File: src/hw/rtl/tvva_pkg.sv
// Shared types, widths and register codes for the tiled volume voxel address unit.
// No dependencies.
package tvva_pkg;

    localparam int FRAC_BITS  = 16;
    localparam int POS_W      = 32;
    localparam int PXL_W      = POS_W - FRAC_BITS;   // integer part of a position
    localparam int PIX_W      = 12;                   // stored pixel minus one
    localparam int PIXIN_W    = 13;
    localparam int SLOT_W     = 16;
    localparam int ENTRY_W    = 2 * PIX_W;
    localparam int MAP_DIM_W  = 9;
    localparam int IMG_W      = 13;
    localparam int GRID_W     = 11;
    localparam int CELL_W     = 2 * MAP_DIM_W;
    localparam int Z_W        = FRAC_BITS + 1;
    localparam int UX_W       = PIX_W + FRAC_BITS;
    localparam int DEN_W      = IMG_W + FRAC_BITS;
    localparam int NUM_W      = UX_W + GRID_W;
    localparam int ZP_W       = Z_W + GRID_W;
    localparam int M1_W       = 2 * GRID_W + 1;
    localparam int IDX_W      = 30;
    localparam int CFG_IDX_W  = 3;
    localparam int CFG_DATA_W = 13;

    localparam int DEF_MAP_ENTRIES = 65536;
    localparam int QUEUE_DEPTH     = 8;
    localparam int QCNT_W          = $clog2(QUEUE_DEPTH + 1);
    localparam int OUT_DEPTH       = 32;
    localparam int OCNT_W          = $clog2(OUT_DEPTH + 1);

    localparam logic FUNC_WRITE  = 1'b0;
    localparam logic FUNC_LOOKUP = 1'b1;

    typedef enum logic [CFG_IDX_W-1:0] {
        REG_MAP_WIDTH    = 3'd0,
        REG_MAP_HEIGHT   = 3'd1,
        REG_IMAGE_WIDTH  = 3'd2,
        REG_IMAGE_HEIGHT = 3'd3,
        REG_GRID_X       = 3'd4,
        REG_GRID_Y       = 3'd5,
        REG_GRID_Z       = 3'd6
    } cfg_index_t;

    typedef struct packed {
        logic [MAP_DIM_W-1:0] map_w;
        logic [MAP_DIM_W-1:0] map_h;
        logic [IMG_W-1:0]     img_w;
        logic [IMG_W-1:0]     img_h;
        logic [GRID_W-1:0]    grid_x;
        logic [GRID_W-1:0]    grid_y;
        logic [GRID_W-1:0]    grid_z;
    } cfg_t;

    typedef struct packed {
        logic                 miss;
        logic [ENTRY_W-1:0]   entry;
        logic [FRAC_BITS-1:0] fx;
        logic [FRAC_BITS-1:0] fy;
        logic [Z_W-1:0]       z;
    } lookup_t;

    typedef struct packed {
        logic             hit;
        logic [IDX_W-1:0] voxel_index;
    } result_t;

endpackage

File: src/hw/rtl/tvva_back.sv
// Back part: scales, divides bit by bit, clamps and linearizes each lookup.
// Depends on tvva_pkg.
module tvva_back (
    input  logic                        clk,
    input  logic                        rst_n,
    input  logic                        q_valid,
    input  tvva_pkg::lookup_t           q_item,
    output logic                        q_pop,
    input  tvva_pkg::cfg_t              cfg,
    input  logic [tvva_pkg::OCNT_W-1:0] o_count,
    output logic                        push,
    output tvva_pkg::result_t           push_item
);
    localparam int F     = tvva_pkg::FRAC_BITS;
    localparam int GW    = tvva_pkg::GRID_W;
    localparam int NW    = tvva_pkg::NUM_W;
    localparam int NDIV  = GW;
    localparam int CNT_W = tvva_pkg::OCNT_W + 1;

    logic [GW-1:0]                gx1, gy1, gz1;
    logic [tvva_pkg::IMG_W-1:0]   iw1, ih1;
    logic [tvva_pkg::DEN_W-1:0]   denx, deny;

    assign gx1  = (cfg.grid_x == '0) ? GW'(1) : cfg.grid_x;
    assign gy1  = (cfg.grid_y == '0) ? GW'(1) : cfg.grid_y;
    assign gz1  = (cfg.grid_z == '0) ? GW'(1) : cfg.grid_z;
    assign iw1  = (cfg.img_w == '0) ? tvva_pkg::IMG_W'(1) : cfg.img_w;
    assign ih1  = (cfg.img_h == '0) ? tvva_pkg::IMG_W'(1) : cfg.img_h;
    assign denx = {iw1, {F{1'b0}}};
    assign deny = {ih1, {F{1'b0}}};

    logic [CNT_W-1:0] inflight_reg, inflight_next;

    assign q_pop = q_valid
        && ((CNT_W'(o_count) + inflight_reg) < CNT_W'(tvva_pkg::OUT_DEPTH));

    always_comb
    begin
        inflight_next = inflight_reg;
        if (q_pop && !push)
        begin
            inflight_next = inflight_reg + 1'b1;
        end
        else if (push && !q_pop)
        begin
            inflight_next = inflight_reg - 1'b1;
        end
    end

    // Stage b1: popped item
    logic                        b1_valid_reg, b1_miss_reg;
    logic [tvva_pkg::UX_W-1:0]   b1_ux_reg, b1_uy_reg;
    logic [tvva_pkg::Z_W-1:0]    b1_z_reg;

    // Stage b2: products
    logic                        b2_valid_reg, b2_miss_reg, b2_clx_reg, b2_cly_reg;
    logic [NW-1:0]               b2_nx_reg, b2_ny_reg;
    logic [tvva_pkg::ZP_W-1:0]   b2_zp_reg;
    logic [tvva_pkg::ZP_W-F-1:0] iz_raw;
    logic [GW-1:0]               b2_iz;

    // Divider stages
    logic          dv_valid_reg [NDIV];
    logic          dv_miss_reg  [NDIV];
    logic          dv_clx_reg   [NDIV];
    logic          dv_cly_reg   [NDIV];
    logic [NW-1:0] dv_rx_reg    [NDIV];
    logic [NW-1:0] dv_ry_reg    [NDIV];
    logic [GW-1:0] dv_qx_reg    [NDIV];
    logic [GW-1:0] dv_qy_reg    [NDIV];
    logic [GW-1:0] dv_iz_reg    [NDIV];

    // Linearize stages
    logic                        l1_valid_reg, l1_miss_reg;
    logic [tvva_pkg::M1_W-1:0]   l1_m1_reg;
    logic [GW-1:0]               l1_ix_reg;
    logic                        l2_valid_reg, l2_hit_reg;
    logic [tvva_pkg::IDX_W-1:0]  l2_idx_reg;
    logic [GW-1:0]               ix, iy;

    assign iz_raw = b2_zp_reg[tvva_pkg::ZP_W-1:F];
    assign b2_iz  = (iz_raw >= (tvva_pkg::ZP_W-F)'(gz1)) ? gz1 - 1'b1 : GW'(iz_raw);

    always_ff @(posedge clk or negedge rst_n)
    begin
        if (!rst_n)
        begin
            inflight_reg <= '0;
            b1_valid_reg <= 1'b0;
            b2_valid_reg <= 1'b0;
            l1_valid_reg <= 1'b0;
            l2_valid_reg <= 1'b0;
        end
        else
        begin
            inflight_reg <= inflight_next;
            b1_valid_reg <= q_pop;
            b2_valid_reg <= b1_valid_reg;
            l1_valid_reg <= dv_valid_reg[NDIV-1];
            l2_valid_reg <= l1_valid_reg;
        end
    end

    always_ff @(posedge clk)
    begin
        b1_miss_reg <= q_item.miss;
        b1_ux_reg   <= {q_item.entry[tvva_pkg::PIX_W-1:0], q_item.fx};
        b1_uy_reg   <= {q_item.entry[tvva_pkg::ENTRY_W-1:tvva_pkg::PIX_W], q_item.fy};
        b1_z_reg    <= q_item.z;

        b2_miss_reg <= b1_miss_reg;
        b2_nx_reg   <= NW'(b1_ux_reg) * NW'(gx1);
        b2_ny_reg   <= NW'(b1_uy_reg) * NW'(gy1);
        // a cell value at or past the image edge would give a quotient >= grid
        b2_clx_reg  <= (tvva_pkg::DEN_W'(b1_ux_reg) >= denx);
        b2_cly_reg  <= (tvva_pkg::DEN_W'(b1_uy_reg) >= deny);
        b2_zp_reg   <= tvva_pkg::ZP_W'(b1_z_reg) * tvva_pkg::ZP_W'(gz1);
    end

    // One quotient bit per stage, most significant first.
    for (genvar j = 0; j < NDIV; j++)
    begin : g_div
        logic          in_valid, in_miss, in_clx, in_cly;
        logic [NW-1:0] in_rx, in_ry, dsx, dsy;
        logic [GW-1:0] in_qx, in_qy, in_iz;

        if (j == 0)
        begin : g_first
            assign in_valid = b2_valid_reg;
            assign in_miss  = b2_miss_reg;
            assign in_clx   = b2_clx_reg;
            assign in_cly   = b2_cly_reg;
            assign in_rx    = b2_nx_reg;
            assign in_ry    = b2_ny_reg;
            assign in_qx    = '0;
            assign in_qy    = '0;
            assign in_iz    = b2_iz;
        end
        else
        begin : g_next
            assign in_valid = dv_valid_reg[j-1];
            assign in_miss  = dv_miss_reg[j-1];
            assign in_clx   = dv_clx_reg[j-1];
            assign in_cly   = dv_cly_reg[j-1];
            assign in_rx    = dv_rx_reg[j-1];
            assign in_ry    = dv_ry_reg[j-1];
            assign in_qx    = dv_qx_reg[j-1];
            assign in_qy    = dv_qy_reg[j-1];
            assign in_iz    = dv_iz_reg[j-1];
        end

        assign dsx = NW'(denx) << (NDIV - 1 - j);
        assign dsy = NW'(deny) << (NDIV - 1 - j);

        always_ff @(posedge clk or negedge rst_n)
        begin
            if (!rst_n)
            begin
                dv_valid_reg[j] <= 1'b0;
            end
            else
            begin
                dv_valid_reg[j] <= in_valid;
            end
        end

        always_ff @(posedge clk)
        begin
            dv_miss_reg[j] <= in_miss;
            dv_clx_reg[j]  <= in_clx;
            dv_cly_reg[j]  <= in_cly;
            dv_iz_reg[j]   <= in_iz;
            if (in_rx >= dsx)
            begin
                dv_rx_reg[j] <= in_rx - dsx;
                dv_qx_reg[j] <= {in_qx[GW-2:0], 1'b1};
            end
            else
            begin
                dv_rx_reg[j] <= in_rx;
                dv_qx_reg[j] <= {in_qx[GW-2:0], 1'b0};
            end
            if (in_ry >= dsy)
            begin
                dv_ry_reg[j] <= in_ry - dsy;
                dv_qy_reg[j] <= {in_qy[GW-2:0], 1'b1};
            end
            else
            begin
                dv_ry_reg[j] <= in_ry;
                dv_qy_reg[j] <= {in_qy[GW-2:0], 1'b0};
            end
        end
    end

    assign ix = dv_clx_reg[NDIV-1] ? gx1 - 1'b1 : dv_qx_reg[NDIV-1];
    assign iy = dv_cly_reg[NDIV-1] ? gy1 - 1'b1 : dv_qy_reg[NDIV-1];

    always_ff @(posedge clk)
    begin
        l1_miss_reg <= dv_miss_reg[NDIV-1];
        l1_m1_reg   <= tvva_pkg::M1_W'(dv_iz_reg[NDIV-1]) * tvva_pkg::M1_W'(gy1)
                     + tvva_pkg::M1_W'(iy);
        l1_ix_reg   <= ix;
        l2_hit_reg  <= !l1_miss_reg;
        l2_idx_reg  <= l1_miss_reg ? '0
                     : tvva_pkg::IDX_W'(34'(l1_m1_reg) * 34'(gx1) + 34'(l1_ix_reg));
    end

    assign push                  = l2_valid_reg;
    assign push_item.hit         = l2_hit_reg;
    assign push_item.voxel_index = l2_idx_reg;

endmodule

File: config.mk
export PLATFORM = sky130hd
export DESIGN_NAME = tvva_back
export DESIGN_NICKNAME = d
export VERILOG_FILES = /design/src/hw/rtl/tvva_pkg.sv /design/src/hw/rtl/tvva_back.sv
export SDC_FILE = /design/constraint.sdc
export NUM_CORES = 2
export LEC_CHECK = 0
export CELL_PAD_IN_SITES_DETAIL_PLACEMENT = 1
export CELL_PAD_IN_SITES_GLOBAL_PLACEMENT = 2
export CORE_ASPECT_RATIO = 0.6
export CORE_MARGIN = 8
export CORE_UTILIZATION = 35
export CTS_CLUSTER_DIAMETER = 100
export DETAILED_ROUTE_END_ITERATION = 8
export DONT_BUFFER_PORTS = 1
export HOLD_SLACK_MARGIN = 0.02
export PLACE_DENSITY_LB_ADDON = 0.1
export SLEW_MARGIN = 10
export SYNTH_ARGS = -nofsm -noshare
export SYNTH_HDL_FRONTEND = slang
export SYNTH_SLANG_ARGS = --single-unit
File: constraint.sdc
create_clock -name clk -period 14.66 [get_ports clk]
set_input_delay 0 -clock clk [delete_from_list [all_inputs] [get_ports clk]]
set_output_delay 0 -clock clk [all_outputs]
set_load 0.005 [all_outputs]
==> results.toml <==
[sta]
hold_slack_ps = 62.2
tightest_slew_ps = 1190
hold_viol = 0
finalClockSkew_ps = 70.6
setup_viol = 0
slew_headroom_pct = 20.1
finalCritPeriodShare_pct = 48.1
slew_violations = 0
setup_ws_ps = 7610
fin_setup_tns_ps = 0
rsz0062_at_grt = "false"
period_needed_ps = 7050
clock.fmax_mhz = 142

[drt]
wl_per_cell_um = 21.5
via_per_inst = 4.93
drtIter0Drc = 3130
drc = 0
vias = 58795
ant_nets = 0
dr.pass1.iters = 5
routed_wl_mm = 256

[clocking]
cts-buffers-inserted = 148
cts_resized = 0
h-tree-depth = 4
clk_pin_slew_ps = 70
clk_latency_ps = 830
cts_sinks = 1321
clockBufferDepth = 4
root_buffer = "clkbuf_16"
tritoncts = "built"

[synth]
synth_top_area_share_pct = 31.1
yosys_warnings = 0
ys_seq_area_share_pct = 31.8
synth_area_leaders = "dfxtp_1, fa_1, ha_1"
synth_ff_type = "dfxtp_1"
async_flop_share_pct = 1.67
synth-edff-count = 0
yosys.area.top_type = "dfxtp_1"
yosysUniqueCellTypes = 99
synth-seq-cells = 1321
syn_avg_cell_area_um2 = 9.78
synth_fp_nets = 10287
netlist_area_um2 = 83500
synthCells = 8539

[setup_path]
critPathSlowestCell = "dlygate4sd3_1"
worst-path-buf-inv = 6
crit_fanout = 51
slowest_delay_ps = 750
startpoint_type = "primary input"
end_kind = "flip-flop"
critical_path_required_ps = 15320
crit_top_cell = "inv_1"
crit_type = "primary input to flip-flop"
path_delay_family = "compound AO/OA/AOI/OAI gates"
cp.arrival_ps = 7710

[floorplanning]
die-area_um2 = 255000
rows = 139
initial_core_util_pct = 35.1
die_x_um = 647
core_area_um2 = 238000
ios = 193
die_h_um = 394

[global_route]
grt_pass1_wl_mm = 398
grt_overflow = 0
grt_pass1_vias = 63989
grt_max_degree = 56
antenna_found_initial = 17
grt_usage_pct = 20.1

[placed_design]
dp_hpwl_mm = 194
io_buffer_count = 0
globalplace.congestion = 0.802
place_ws_ps = 7730

[final_layout]
drive_gt1_share_pct = 5.27
area_growth_syn_to_layout_pct = 12.4
nets = 10397
fill_cells = 26603

[min_path]
hold_path_class = "primary input to flip-flop"

[run_status]
outcome = "finished clean"

[flow_run]
cap_violations = 0
[synth_stat cells, types with 118 or more instances]
| library cell | n |
|---|---|
| a21o_1 | 141 |
| a21oi_1 | 284 |
| and2_1 | 611 |
| clkbuf_1 | 265 |
| dfxtp_1 | 1299 |
| fa_1 | 906 |
| ha_1 | 682 |
| inv_1 | 1180 |
| nand2_1 | 878 |
| nor2_1 | 356 |
| nor3_1 | 118 |
| nor4_1 | 130 |
| o21ai_0 | 229 |
| xnor2_1 | 224 |
| xor2_1 | 151 |
[routing by layer]
| metal | track usage, % | vias up | wire length (um) |
|---|---|---|---|
| li1 | - | 27719 | - |
| met1 | 31.0 | 29889 | 135000 |
| met2 | 29.4 | 917 | 105000 |
| met3 | 3.22 | 266 | 11500 |
| met4 | 3.67 | 4 | 4740 |
| met5 | 0 | - | 20 |
[worst register-to-register path, delay by kind of cell, from the launching register on]
family | cells | cell delay, ps
and+or+nand+nor | 5 | 820
buffers and inverters | 3 | 140
DFF | 1 | 870
AOI/OAI and AO/OA | 6 | 1920
adders and majority gates | 6 | 2870
[worst paths after layout]
kind / from / end / slack, ps / cells past startpoint
min in group asynchronous: rst_n / b1_valid_reg / 380 / 2
worst min-delay path: cfg[21] / l1_m1_reg[0] / 60 / 5
worst min register to register: dv_qx_reg[4][2] / dv_qx_reg[5][3] / 290 / 0
worst max register to register: b1_uy_reg[9] / b2_ny_reg[38] / 7890 / 20
max in group asynchronous: rst_n / l1_valid_reg / 13650 / 2
worst max-delay path: cfg[29] / l2_idx_reg[29] / 7610 / 26
[metrics by stage]
stage                     area [um^2]  utilization, %  std cells
after detailed placement        86600            36.3      11443
after global routing            93800            39.4      11927
after global placement          86600            36.3      11443
final                           93800            39.4      11933
after floorplan                 83500               -       8539
after CTS                       93800            39.4      11925
[timing repair]
action	in CTS	in global routing
hold buffers	228	0
endpoints found under the hold margin	235	0
setup buffers	0	0
[layout by cell type (no fill, tap or decap), types with 27 or more instances in the layout]
master,n
nor2_1,354
nand4_1,71
nand3_1,84
fa_1,906
nor3_1,118
a21o_1,141
nand2b_1,61
xor2_1,151
a21boi_0,42
clkbuf_16,149
o21ai_1,27
or4_1,38
o21ai_0,228
dlygate4sd3_1,227
nand2_1,878
and2_1,611
o31ai_1,38
or3_1,33
mux2i_1,28
nand4b_1,28
ha_1,682
inv_1,1180
a21oi_1,284
nor2b_1,78
xnor2_1,224
mux2_2,97
dfxtp_1,1299
buf_4,36
nor4_1,130
o21a_1,47
and3_1,30
[cell type report]
type | instances | area (um^2) | area share [%]
well taps | 3172 | 3970 | 4.23
multi-input cells | 5733 | 51400 | 54.7
diodes | 8 | 20.0 | 0.0213
flip-flops and latches | 1321 | 26600 | 28.3
clock buffers | 185 | 4080 | 4.35
repair buffers | 264 | 2560 | 2.73
inverters | 1181 | 4430 | 4.72
clock inverters | 69 | 862 | 0.919
[cell families (layout without fill, tap and decap cells)]
logic type	after synthesis	in the layout	synth area share, %
AO/OA/AOI/OAI	1038	1038	8.07
XOR/XNOR	375	375	3.93
adder cells (fa/ha/maj)	1588	1588	31.9
buffers and inverters	1485	1699	6.76
flip-flops	1321	1321	31.8
multiplexers	125	125	1.64
other	0	8	0
AND/OR/NAND/NOR	2607	2607	15.9
Power is left out: the tool's default activity adds up to more than one toggle a clock period on the data nets, which glitch-free logic cannot reach.
