`config.mk`:
```
export PLATFORM = sky130hd
export DESIGN_NAME = tvva_fifo
export DESIGN_NICKNAME = d
export VERILOG_FILES = /design/src/hw/rtl/tvva_fifo.sv
export SDC_FILE = /design/constraint.sdc
export NUM_CORES = 1
export LEC_CHECK = 0
export ABC_CLOCK_PERIOD_IN_PS = 2200
export BUFFER_PORTS_ARGS = -buffer_cell sky130_fd_sc_hd__buf_2
export CORE_ASPECT_RATIO = 0.7
export CORE_UTILIZATION = 59
export CTS_CLUSTER_DIAMETER = 100
export DETAILED_ROUTE_END_ITERATION = 10
export PLACE_DENSITY = 0.78
export SYNTH_ARGS = -nofsm -noshare
export SYNTH_HDL_FRONTEND = slang
export SYNTH_SLANG_ARGS = --single-unit
export TNS_END_PERCENT = 50
```
`constraint.sdc`:
```
create_clock -name clk -period 2.2 [get_ports clk]
set_input_delay 0.44 -clock clk [delete_from_list [all_inputs] [get_ports clk]]
set_output_delay 0.44 -clock clk [all_outputs]
set_load 0.02 [all_outputs]
```
`src/hw/rtl/tvva_fifo.sv`:
```
// Small register FIFO used between the front and back parts and at the output.
// No package dependencies.
module tvva_fifo #(
    parameter int WIDTH = 8,
    parameter int DEPTH = 8
) (
    input  logic                       clk,
    input  logic                       rst_n,
    input  logic                       push,
    input  logic [WIDTH-1:0]           push_data,
    input  logic                       pop,
    output logic [WIDTH-1:0]           pop_data,
    output logic                       not_empty,
    output logic [$clog2(DEPTH+1)-1:0] count
);
    localparam int PTR_W = (DEPTH > 1) ? $clog2(DEPTH) : 1;
    localparam int CNT_W = $clog2(DEPTH + 1);

    logic [WIDTH-1:0] mem_reg [DEPTH];
    logic [PTR_W-1:0] wr_ptr_reg, wr_ptr_next;
    logic [PTR_W-1:0] rd_ptr_reg, rd_ptr_next;
    logic [CNT_W-1:0] cnt_reg, cnt_next;

    always_comb
    begin
        wr_ptr_next = wr_ptr_reg;
        rd_ptr_next = rd_ptr_reg;
        cnt_next    = cnt_reg;
        if (push)
        begin
            wr_ptr_next = (wr_ptr_reg == PTR_W'(DEPTH - 1)) ? '0 : wr_ptr_reg + 1'b1;
        end
        if (pop)
        begin
            rd_ptr_next = (rd_ptr_reg == PTR_W'(DEPTH - 1)) ? '0 : rd_ptr_reg + 1'b1;
        end
        if (push && !pop)
        begin
            cnt_next = cnt_reg + 1'b1;
        end
        else if (pop && !push)
        begin
            cnt_next = cnt_reg - 1'b1;
        end
    end

    always_ff @(posedge clk or negedge rst_n)
    begin
        if (!rst_n)
        begin
            wr_ptr_reg <= '0;
            rd_ptr_reg <= '0;
            cnt_reg    <= '0;
        end
        else
        begin
            wr_ptr_reg <= wr_ptr_next;
            rd_ptr_reg <= rd_ptr_next;
            cnt_reg    <= cnt_next;
        end
    end

    always_ff @(posedge clk)
    begin
        if (push)
        begin
            mem_reg[wr_ptr_reg] <= push_data;
        end
    end

    assign pop_data  = mem_reg[rd_ptr_reg];
    assign not_empty = (cnt_reg != '0);
    assign count     = cnt_reg;

endmodule

```
==> results of run 1 <==
[per-layer routing]
layer | up-vias | GRT usage [%] | part of all wire, %
li1 | 715 | - | -
met1 | 816 | 32.45 | 41
met2 | 60 | 38.94 | 53
met3 | 2 | 5.680 | 4.9
met4 | 0 | 9.677 | 0.31
met5 | - | 0 | 0
[worst reg2reg max path: stages (launching register included)]
cell and delay [ps]:
dfrtp_1 430, ha_1 410, or4_1 530, o211ai_1 110, o211ai_1 110
[logic make-up after synthesis]
family / Yosys count / synth area share, %
flops: 74 / 69.66
mux: 30 / 18.50
simple gates: 26 / 4.173
buf+inv: 10 / 2.006
compound gates: 8 / 1.645
fa+ha+maj: 8 / 3.451
xor+xnor: 2 / 0.5619
[cells in the final DEF (no fill, tap or decap), types with 3 or more instances in the layout]
cell,Yosys,routed
edfxtp_1,64,64
mux4_2,8,16
buf_2,1,16
buf_4,0,11
clkbuf_8,0,10
dfrtp_1,10,10
buf_6,1,10
mux2_4,8,8
nor2_1,8,8
ha_1,7,7
nand2_1,5,5
mux2_2,5,5
inv_1,4,4
nor3_1,3,3
o21ai_0,3,3
nand3b_1,3,3
bufinv_16,0,3
[Yosys cell counts]
library cell / n
dfrtp_1: 10
nor3_1: 3
or3_1: 1
clkbuf_1: 3
xnor2_1: 2
buf_6: 1
ha_1: 7
a21oi_1: 2
mux2_2: 5
a2111o_1: 1
o21ai_0: 3
inv_1: 4
mux4_2: 8
edfxtp_1: 64
nand2b_1: 2
mux2i_1: 1
nand3b_1: 3
nand2_1: 5
buf_12: 1
buf_2: 1
fa_1: 1
nor2_1: 8
o211ai_1: 2
mux2_4: 8
mux4_1: 8
or4_1: 2
nand3_1: 2
[metrics by stage]
step                hold WS (ps)  setup slack (ps)  power, mW  instance area, µm²
floorplan                  144.4             274.2      3.264                3118
global placement           308.5             178.0      3.642                3367
detailed placement         321.5             38.87      3.739                3367
CTS                        348.5            -152.3      5.229                3650
global route               365.7            -190.1      5.455                3656
finish                     371.5            -125.6      5.210                3656
[worst min-delay path by stage]
stage / end / start / slack (ps)
6_report: mem_reg[0][3] / push_data[3] / 370
2_1_floorplan: count[0] / rst_n / 140
5_1_grt: mem_reg[6][3] / push_data[3] / 370
3_5_place_dp: wr_ptr_reg[2] / rst_n / 320
4_1_cts: rd_ptr_reg[1] / pop / 350
3_3_place_gp: wr_ptr_reg[2] / rst_n / 310
[what timing repair did]
| action | in CTS | in global routing |
|---|---|---|
| endpoints found under the setup margin | 8 | 8 |
| hold buffers | 1 | 0 |
| gates cloned | 1 | 0 |
| resized for setup | 25 | 2 |
| hold endpoints to repair | 10 | 0 |
[report_power, final]
part,switching [mW],internal [mW],total (mW),leakage (nW)
Sequential,0.209,1.80,2.01,0.701
Clock,0.454,0.787,1.24,0.121
Combinational,0.920,1.04,1.96,0.510
Total,1.58,3.63,5.21,1.33
[final cells by class]
type	instances	area, µm²
flip-flops and latches	74	2172
fillers	316	1284
multi-input cells	74	853.3
repair buffers	38	285.3
clock buffers	12	145.1
clock inverters	4	98.84
well taps	69	86.33
inverters	4	15.01
==> summary.md, run 1 <==
| Metric | Value |
|---|---|
| Worst Path Required | about 1800 ps |
| Final Max Slew Viols | 0 |
| GR Overflow Total | 0 |
| Row cnt | 21 |
| Die width | 88.89 µm |
| Unrepaired setup endpoints after global routing | yes |
| WL per Instance | 21.05 µm |
| CP cell instances | buf_6 > mux4_2 > mux2_4 > buf_6 |
| Vias in the first global route | ~1700 |
| Largest net degree at the start of global routing | 19 |
| Critical path depth | 4 |
| Clock transition at the registers of the reported paths | 70 ps |
| Die footprint | 5584 µm² |
| Clk root buf | clkbuf_8 |
| Initial antenna violation count | 0 |
| DP Cell Count | 257 |
| First-pass iteration count of the detailed router | 4 |
| Final setup margin | -125.6 ps |
| Startpoint types | flop |
| Reg2Reg Depth | 4 |
| Ratio of cells with drive above 1 in the final layout | 38.83% |
| Vias per cell | 5.793 |
| Synth-to-layout area growth | 17.26% |
| CP Max Fanout | 8 |
| Hold Path Class | in2reg |
| Sink Count | 74 |
| Gp weighted congestion | 0.7692 |
| HPWL Detailed | 3729 µm |
| Leak pwr | around 1.3 nW |
| Drt total wl | 5790 µm |
| Final Setup Violations | 8 |
| GR Util All Layers | 24.32% |
| R2r setup slk | 470 ps |
| CTS tree | done |
| Cells after synthesis | around 160 |
| CP endpoint | pop_data[6] |
| Dominant cell type by area after synthesis | edfxtp_1 |
| Syn_nets | 178 |
| Slowest-stage cell, CP | mux4_2 |
| Mapped cell area | 3118 µm² |
| Initial DRC count | 160 |
| Clock Latency Late Sink | 330 ps |
| Worst Tran Pin Value | approximately 640 ps |
| Hold path depth | 1 |
| Max VDD drop | approximately 1.0 mV |
| H-tree lvl count | 3 |
| Cell variety after synth | 27 |
| Post-Syn Area per Cell | between 15 and 20 µm² |
| CTS buffer count | 9 |
| Vert. Die Dim | 62.82 µm |
| Min cycle time layout | between 2000 and 2500 ps |
| Top cell type's share of synthesized area | 61.64% |
| Max_slew headroom | 57.14% |
| Worst setup path class | reg2out |
| Share of the yosys chip area belonging to registers | a little over two thirds |
| Max reg flops | 64 |
| Crit path buf inv count | 2 |
| Largest stage delay, worst path | between 500 and 600 ps |
| Finished Core Util | about three quarters |
| WP data arrival | 1890 ps |
| Reg-to-reg critical path startpoint | count[2] |
| Failing checks | setup timing |
| Final Hold Vio Count | 0 |
| Kind of end point of the critical path | output pin |
| Setup_tns | -821.4 ps |
| Remaining antenna violation count after routing | 0 |
| Period Utilization, post-route | 105.7% |
| Fmax | 430.0 MHz |
| Crit Reg-Reg Endpoint | count[3] |
| CP most frequent cell | buf_6 |
| Main area contributors after synthesis | edfxtp_1 (62%), dfrtp_1 (8.0%), mux4_1 (6.7%) |
| Core ar. | slightly below 5000 µm² |
| Final #Nets | 221 |
| Synth Warn # | 0 |
| PortBufs | 24 |
| Initial Util | a little over three fifths |
| Max_cap viols | 0 |
| Num ports | 25 |
| Via count | 1593 |
| Clock Skews | 7.081 ps |
| DRC | 0 |
| Antenna diodes | 0 |
| CTS max path bufs | 2 |
| Setup crit start | rd_ptr_reg[0] |
| Pwr dens | ~1400 nW/µm² |
| Cell family with most CP delay | multiplexers |
| First-pass GRT wire length | 9135 µm |
| Non-filler cells, final | around 280 |
| Outcome | finished with violations |
| Setup bufs post-CTS | 0 |
| Register bit total from synthesis | 74 |
Power figures use the tool's default switching activity.
==> inputs of run 2 (changes only) <==
--- a/config.mk
+++ b/config.mk
@@ -7,7 +7,7 @@
 export LEC_CHECK = 0
 export ABC_CLOCK_PERIOD_IN_PS = 2200
 export BUFFER_PORTS_ARGS = -buffer_cell sky130_fd_sc_hd__buf_2
-export CORE_ASPECT_RATIO = 0.7
+export CORE_ASPECT_RATIO = 1.2
 export CORE_UTILIZATION = 59
 export CTS_CLUSTER_DIAMETER = 100
 export DETAILED_ROUTE_END_ITERATION = 10
==> run 2 against run 1 <==
The run still ends with setup timing left. Power shrank 3.9%. Flip-flop and latch count is the same. Routed wire length shrank 7.5%. Setup slack lost 23 ps. Count of clock-buffer cells in the layout is the same. Via count grew 1.1%. Global-route usage shrank 2.6 points.
==> summary.md, run 2 (synthesis gave the netlist of run 1 again) <==
| Metric | Value |
|---|---|
| Slowest-stage cell, CP | mux4_2 |
| Antenna diodes | 0 |
| Clock Latency Late Sink | 330 ps |
| Sink Count | 74 |
| Final setup margin | -148.9 ps |
| Final #Nets | ~220 |
| Design area | 3622 µm² |
| Clock transition at the registers of the reported paths | 70 ps |
| Kind of end point of the critical path | output pin |
| Final Setup Violations | 8 |
| Pwr dens | around 1400 nW/µm² |
| Gr busiest metal | met2 |
| Cell family with most CP delay | multiplexers |
| Hold Path Class | in2reg |
| Worst setup path class | reg2out |
| HPWL Detailed | 3371 µm |
| Finished Core Util | 72.30% |
| Max reg flops | 64 |
| DP Cell Count | 247 |
| Gp weighted congestion | about 0.86 |
| Synth-to-layout area growth | 16.17% |
| Failing checks | setup timing |
| Crit path buf inv count | 2 |
| Drt total wl | 5354 µm |
| First-pass iteration count of the detailed router | 4 |
| Fmax | 425.7 MHz |
| Num ports | 25 |
| Cell area after placement | around 3400 µm² |
| Max VDD drop | 0.7044 mV |
| Remaining antenna violation count after routing | 0 |
| Commonest non-fill, non-tap cells in the layout | edfxtp_1 (64), mux4_2 (16), buf_2 (16), buf_4 (11) |
| Period Utilization, post-route | 106.8% |
| Vias in the first global route | 1625 |
| Leak pwr | 1.318 nW |
| Die width | 68.36 µm |
| CTS buffer count | 9 |
| Non-filler cells, final | ~270 |
| Die footprint | 5581 µm² |
| Commonest non-fill, non-tap cell in the layout | edfxtp_1 |
| Reg-to-reg critical path startpoint | rd_ptr_reg[0] |
| PortBufs | 24 |
| Met1 Usage GRT | 26.28% |
| Setup_tns | -885.7 ps |
| Max_slew headroom | a little under 60% |
| Largest stage delay, worst path | 500 ps |
| Final Hold Vio Count | 0 |
| Ratio of cells with drive above 1 in the final layout | 38.16% |
| Min cycle time layout | 2349 ps |
| DRC | 0 |
| GR Util All Layers | 21.70% |
| WL per Instance | 20.05 µm |
| CP cell instances | clkbuf_16 > mux4_2 > mux2_4 > buf_6 |
| Final Max Slew Viols | 0 |
| Worst Path Required | 1760 ps |
| Clock Skews | 6.219 ps |
| H-tree lvl count | 3 |
| WP data arrival | 1910 ps |
| Worst Tran Pin Value | 629.4 ps |
| Initial Util | 62.24% |
| Unrepaired setup endpoints after global routing | yes |
| CTS max path bufs | 2 |
| GR Overflow Total | 0 |
| Max_cap viols | 0 |
| Vert. Die Dim | 81.64 µm |
| Startpoint types | flop |
| Vias per cell | roughly 6.0 |
| Initial DRC count | around 140 |
| Outcome | finished with violations |
| CP Max Fanout | 4 |
| Setup crit start | rd_ptr_reg[0] |
| Min-delay src | pop |
| Initial antenna violation count | 0 |
| First-pass GRT wire length | 7983 µm |
| Via count | 1611 |
| CTS tree | done |
| GRT met2 Usage | a little over a third |
| Met3 usage | 5.694% |
| Worst Hold Margin | approximately 370 ps |
| Largest net degree at the start of global routing | 17 |
| Row cnt | 28 |
| Core ar. | 5010 µm² |
| Clk root buf | clkbuf_8 |
## run 2: layout make-up
type / instances / area (µm²)
flip-flops and latches: 74 / 2173
well taps: 60 / 75.07
clock buffers: 12 / 135.1
multi-input cells: 74 / 853.3
inverters: 4 / 15.01
clock inverters: 4 / 42.54
repair buffers: 39 / 327.8
fillers: 310 / 1388
## run 2: repair_timing
item,4_1_cts,5_1_grt
cloned,1,1
hold buffers,1,0
gates resized for setup,5,21
endpoints found under the hold margin,10,0
setup endpoints to repair,8,8
setup buffers,2,0
pin swaps,0,0
## run 2: power by group
group | internal, mW | switching [mW] | leakage, nW | total [mW]
Combinational | 1.13 | 0.902 | 0.528 | 2.03
Clock | 0.516 | 0.444 | 0.0894 | 0.960
Sequential | 1.80 | 0.221 | 0.700 | 2.02
## run 2: path summary, 6_finish.rpt
check,end,slack [ps],cells past startpoint
max,pop_data[7],-150,4
min reg2reg,wr_ptr_reg[2],580,1
min,rd_ptr_reg[1],370,2
max in group asynchronous,rd_ptr_reg[0],1500,2
min in group asynchronous,wr_ptr_reg[2],490,2
max reg2reg,rd_ptr_reg[2],560,5
## run 2: metrics by stage
step | total power, mW | setup WS (ps)
floorplan | 3.264 | 274.2
global placement | 3.650 | 155.4
detailed placement | 3.762 | 65.96
CTS | 4.870 | -178.0
global route | 5.266 | -187.5
finish | 5.009 | -148.9
## run 2: per-layer routing
| layer | part of all wire [%] | routed length [µm] | vias to the layer above |
|---|---|---|---|
| met4 | 2.9 | 157 | 0 |
| met2 | 52 | 2765 | 47 |
| met3 | 4.0 | 215 | 12 |
| li1 | - | - | 719 |
| met5 | 0 | 0 | - |
| met1 | 41 | 2215 | 833 |
==> inputs of run 3 (changes only) <==
--- a/config.mk
+++ b/config.mk
@@ -9,6 +9,7 @@
 export BUFFER_PORTS_ARGS = -buffer_cell sky130_fd_sc_hd__buf_2
 export CORE_ASPECT_RATIO = 1.2
 export CORE_UTILIZATION = 59
+export CTS_BUF_LIST = sky130_fd_sc_hd__clkbuf_4
 export CTS_CLUSTER_DIAMETER = 100
 export DETAILED_ROUTE_END_ITERATION = 10
 export PLACE_DENSITY = 0.78
==> run 3 against run 2 <==
The flow still finishes with violations (setup timing). Clock power is 18% lower. Sequential share of layout area is 0.76 points higher. Critical path depth stayed put. Non-clock buffer count stayed put. Combinational power hardly changed. Via count is 2.6% lower. Highest routed layer unchanged.
==> summary.md, run 3 (synthesis gave the netlist of run 1 again) <==
| Metric | Value |
|---|---|
| Final Hold Vio Count | 0 |
| Reg2Reg Depth | 5 |
| Num ports | 25 |
| Unrepaired setup endpoints after global routing | yes |
| Clk root buf | clkbuf_4 |
| Clock Skews | 10.43 ps |
| DRC | 0 |
| Cell family with most CP delay | multiplexers |
| Finished Core Util | a little under three quarters |
| Clock Latency Late Sink | 390 ps |
| Slowest-stage cell, CP | mux4_2 |
| Max reg flops | 64 |
| Remaining antenna violation count after routing | 0 |
| Commonest non-fill, non-tap cell in the layout | edfxtp_1 |
| Initial Util | between 60 and 70% |
| Min-delay src | pop |
| Hold Path Class | in2reg |
| Net Sw Power | 1.529 mW |
| Worst Path Required | 1760 ps |
| Min cycle time layout | 2405 ps |
| Largest net degree at the start of global routing | 17 |
| Reg-to-reg critical path startpoint | rd_ptr_reg[0] |
| Fmax | 415.8 MHz |
| CTS tree | done |
| Period Utilization, post-route | 109.3% |
| Clock transition at the registers of the reported paths | 110 ps |
| Initial antenna violation count | 0 |
| Final #Nets | 222 |
| Worst setup path class | reg2out |
| Sink Count | 74 |
| Max_cap viols | 0 |
| Vias in the first global route | 1600 |
| Outcome | finished with violations |
| Startpoint types | flop |
| Core ar. | about 5000 µm² |
| R2r setup slk | 560 ps |
| Failing checks | setup timing |
| Row cnt | 28 |
| Crit path buf inv count | 2 |
| Clock power share | between 10% and 20% |
| Initial DRC count | 154 |
| CTS buffer count | 9 |
| Commonest non-fill, non-tap cells in the layout | edfxtp_1 (64), mux4_2 (16), buf_2 (16), clkbuf_4 (12), buf_4 (11) |
| WL per Instance | 20.13 µm |
| P_int | 3.300 mW |
| First-pass iteration count of the detailed router | 6 |
| Comb pwr share | between 40% and 50% |
| Final Max Slew Viols | 0 |
| Pwr dens | 1350 nW/µm² |
| Hold path depth | 2 |
| H-tree lvl count | 3 |
| Leak pwr | 1.305 nW |
| First-pass GRT wire length | just over 8000 µm |
| Final Power | 4.829 mW |
| HPWL Detailed | 3371 µm |
| Ratio of cells with drive above 1 in the final layout | 39.61% |
| Vert. Die Dim | 81.64 µm |
| Final Setup Violations | 8 |
| Max_slew headroom | 59.29% |
| Vias per cell | 5.876 |
| GR Overflow Total | 0 |
| Max VDD drop | roughly 0.76 mV |
| Switching share of total power | 31.67% |
| Die footprint | 5581 µm² |
| Seq pwr share | 41.7% |
| Gp weighted congestion | 0.8561 |
| Largest stage delay, worst path | 500 ps |
| CTS max path bufs | 2 |
| CP Max Fanout | 4 |
| Antenna diodes | 0 |
| Kind of end point of the critical path | output pin |
| Crit Reg-Reg Endpoint | rd_ptr_reg[2] |
| Drt total wl | 5375 µm |
| Die width | between 60 and 70 µm |
| Final setup margin | -204.8 ps |
| WP data arrival | 1960 ps |
| Worst Hold Endpoint | rd_ptr_reg[1] |
| GR Util All Layers | 21.89% |
| Worst Tran Pin Value | between 600 and 700 ps |
| Synth-to-layout area growth | 14.73% |
| CP cell instances | clkbuf_16 > mux4_2 > mux2_4 > buf_6 |
| PortBufs | 24 |
| Via count | roughly 1600 |
## run 3: cell types whose count changed in the layout (fill, tap and decap cells not counted)
cell / previous run / this run
clkbuf_1: 3 / 0
clkbuf_8: 9 / 0
clkbuf_4: 0 / 12
## run 3: layer usage
layer / global-route usage, % / up-vias / part of all wire (%)
li1: - / 725 / -
met1: 27.18 / 790 / 40
met2: 35.69 / 49 / 55
met3: 5.694 / 5 / 4.4
met4: 10.00 / 0 / 0.93
met5: 0 / - / 0
## run 3: how the worst max path moves through the flow
stage	slack, ps	endpoint	startpoint	depth (start not counted)
finish	-200	pop_data[7]	rd_ptr_reg[0]	4
global route	-260	pop_data[7]	rd_ptr_reg[0]	4
CTS	-260	pop_data[1]	rd_ptr_reg[0]	4
detailed placement	70	count[3]	push	7
global placement	160	count[3]	pop	8
floorplan	270	count[3]	pop	7
## run 3: cell type report
class                   count  area [µm²]
inverters                   4       15.01
multi-input cells          74       853.3
clock buffers              12       90.09
flip-flops and latches     74        2173
clock inverters             4       42.54
repair buffers             39       327.8
well taps                  60       75.07
fillers                   316        1433
## run 3: stage by stage
| stage | setup TNS, ps | instances | hold WS [ps] | setup WS [ps] | area [µm²] |
|---|---|---|---|---|---|
| floorplan | 0 | 158 | 144.4 | 274.2 | 3118 |
| global placement | 0 | 247 | 304.0 | 155.4 | 3361 |
| detailed placement | 0 | 247 | 311.9 | 65.96 | 3361 |
| CTS | -1968 | 267 | 257.6 | -256.3 | 3568 |
| global route | -1998 | 267 | 300.0 | -260.7 | 3577 |
| finish | -1453 | 267 | 295.9 | -204.8 | 3577 |
## run 3: power groups by stage
stage	Sequential, mW	Clock, mW	Combinational (mW)
after global routing	2.04	0.858	2.20
after CTS	2.00	0.811	1.91
after global placement	2.00	0	1.65
after floorplan	1.98	0	1.29
final	2.01	0.789	2.03
after detailed placement	2.02	0	1.74
## run 3: repair_timing
item	in CTS	in global routing
hold endpoints to repair	10	0
endpoints found under the setup margin	8	8
gates cloned	1	1
setup buffers	2	0
gates resized for setup	7	19
hold buffers	1	0
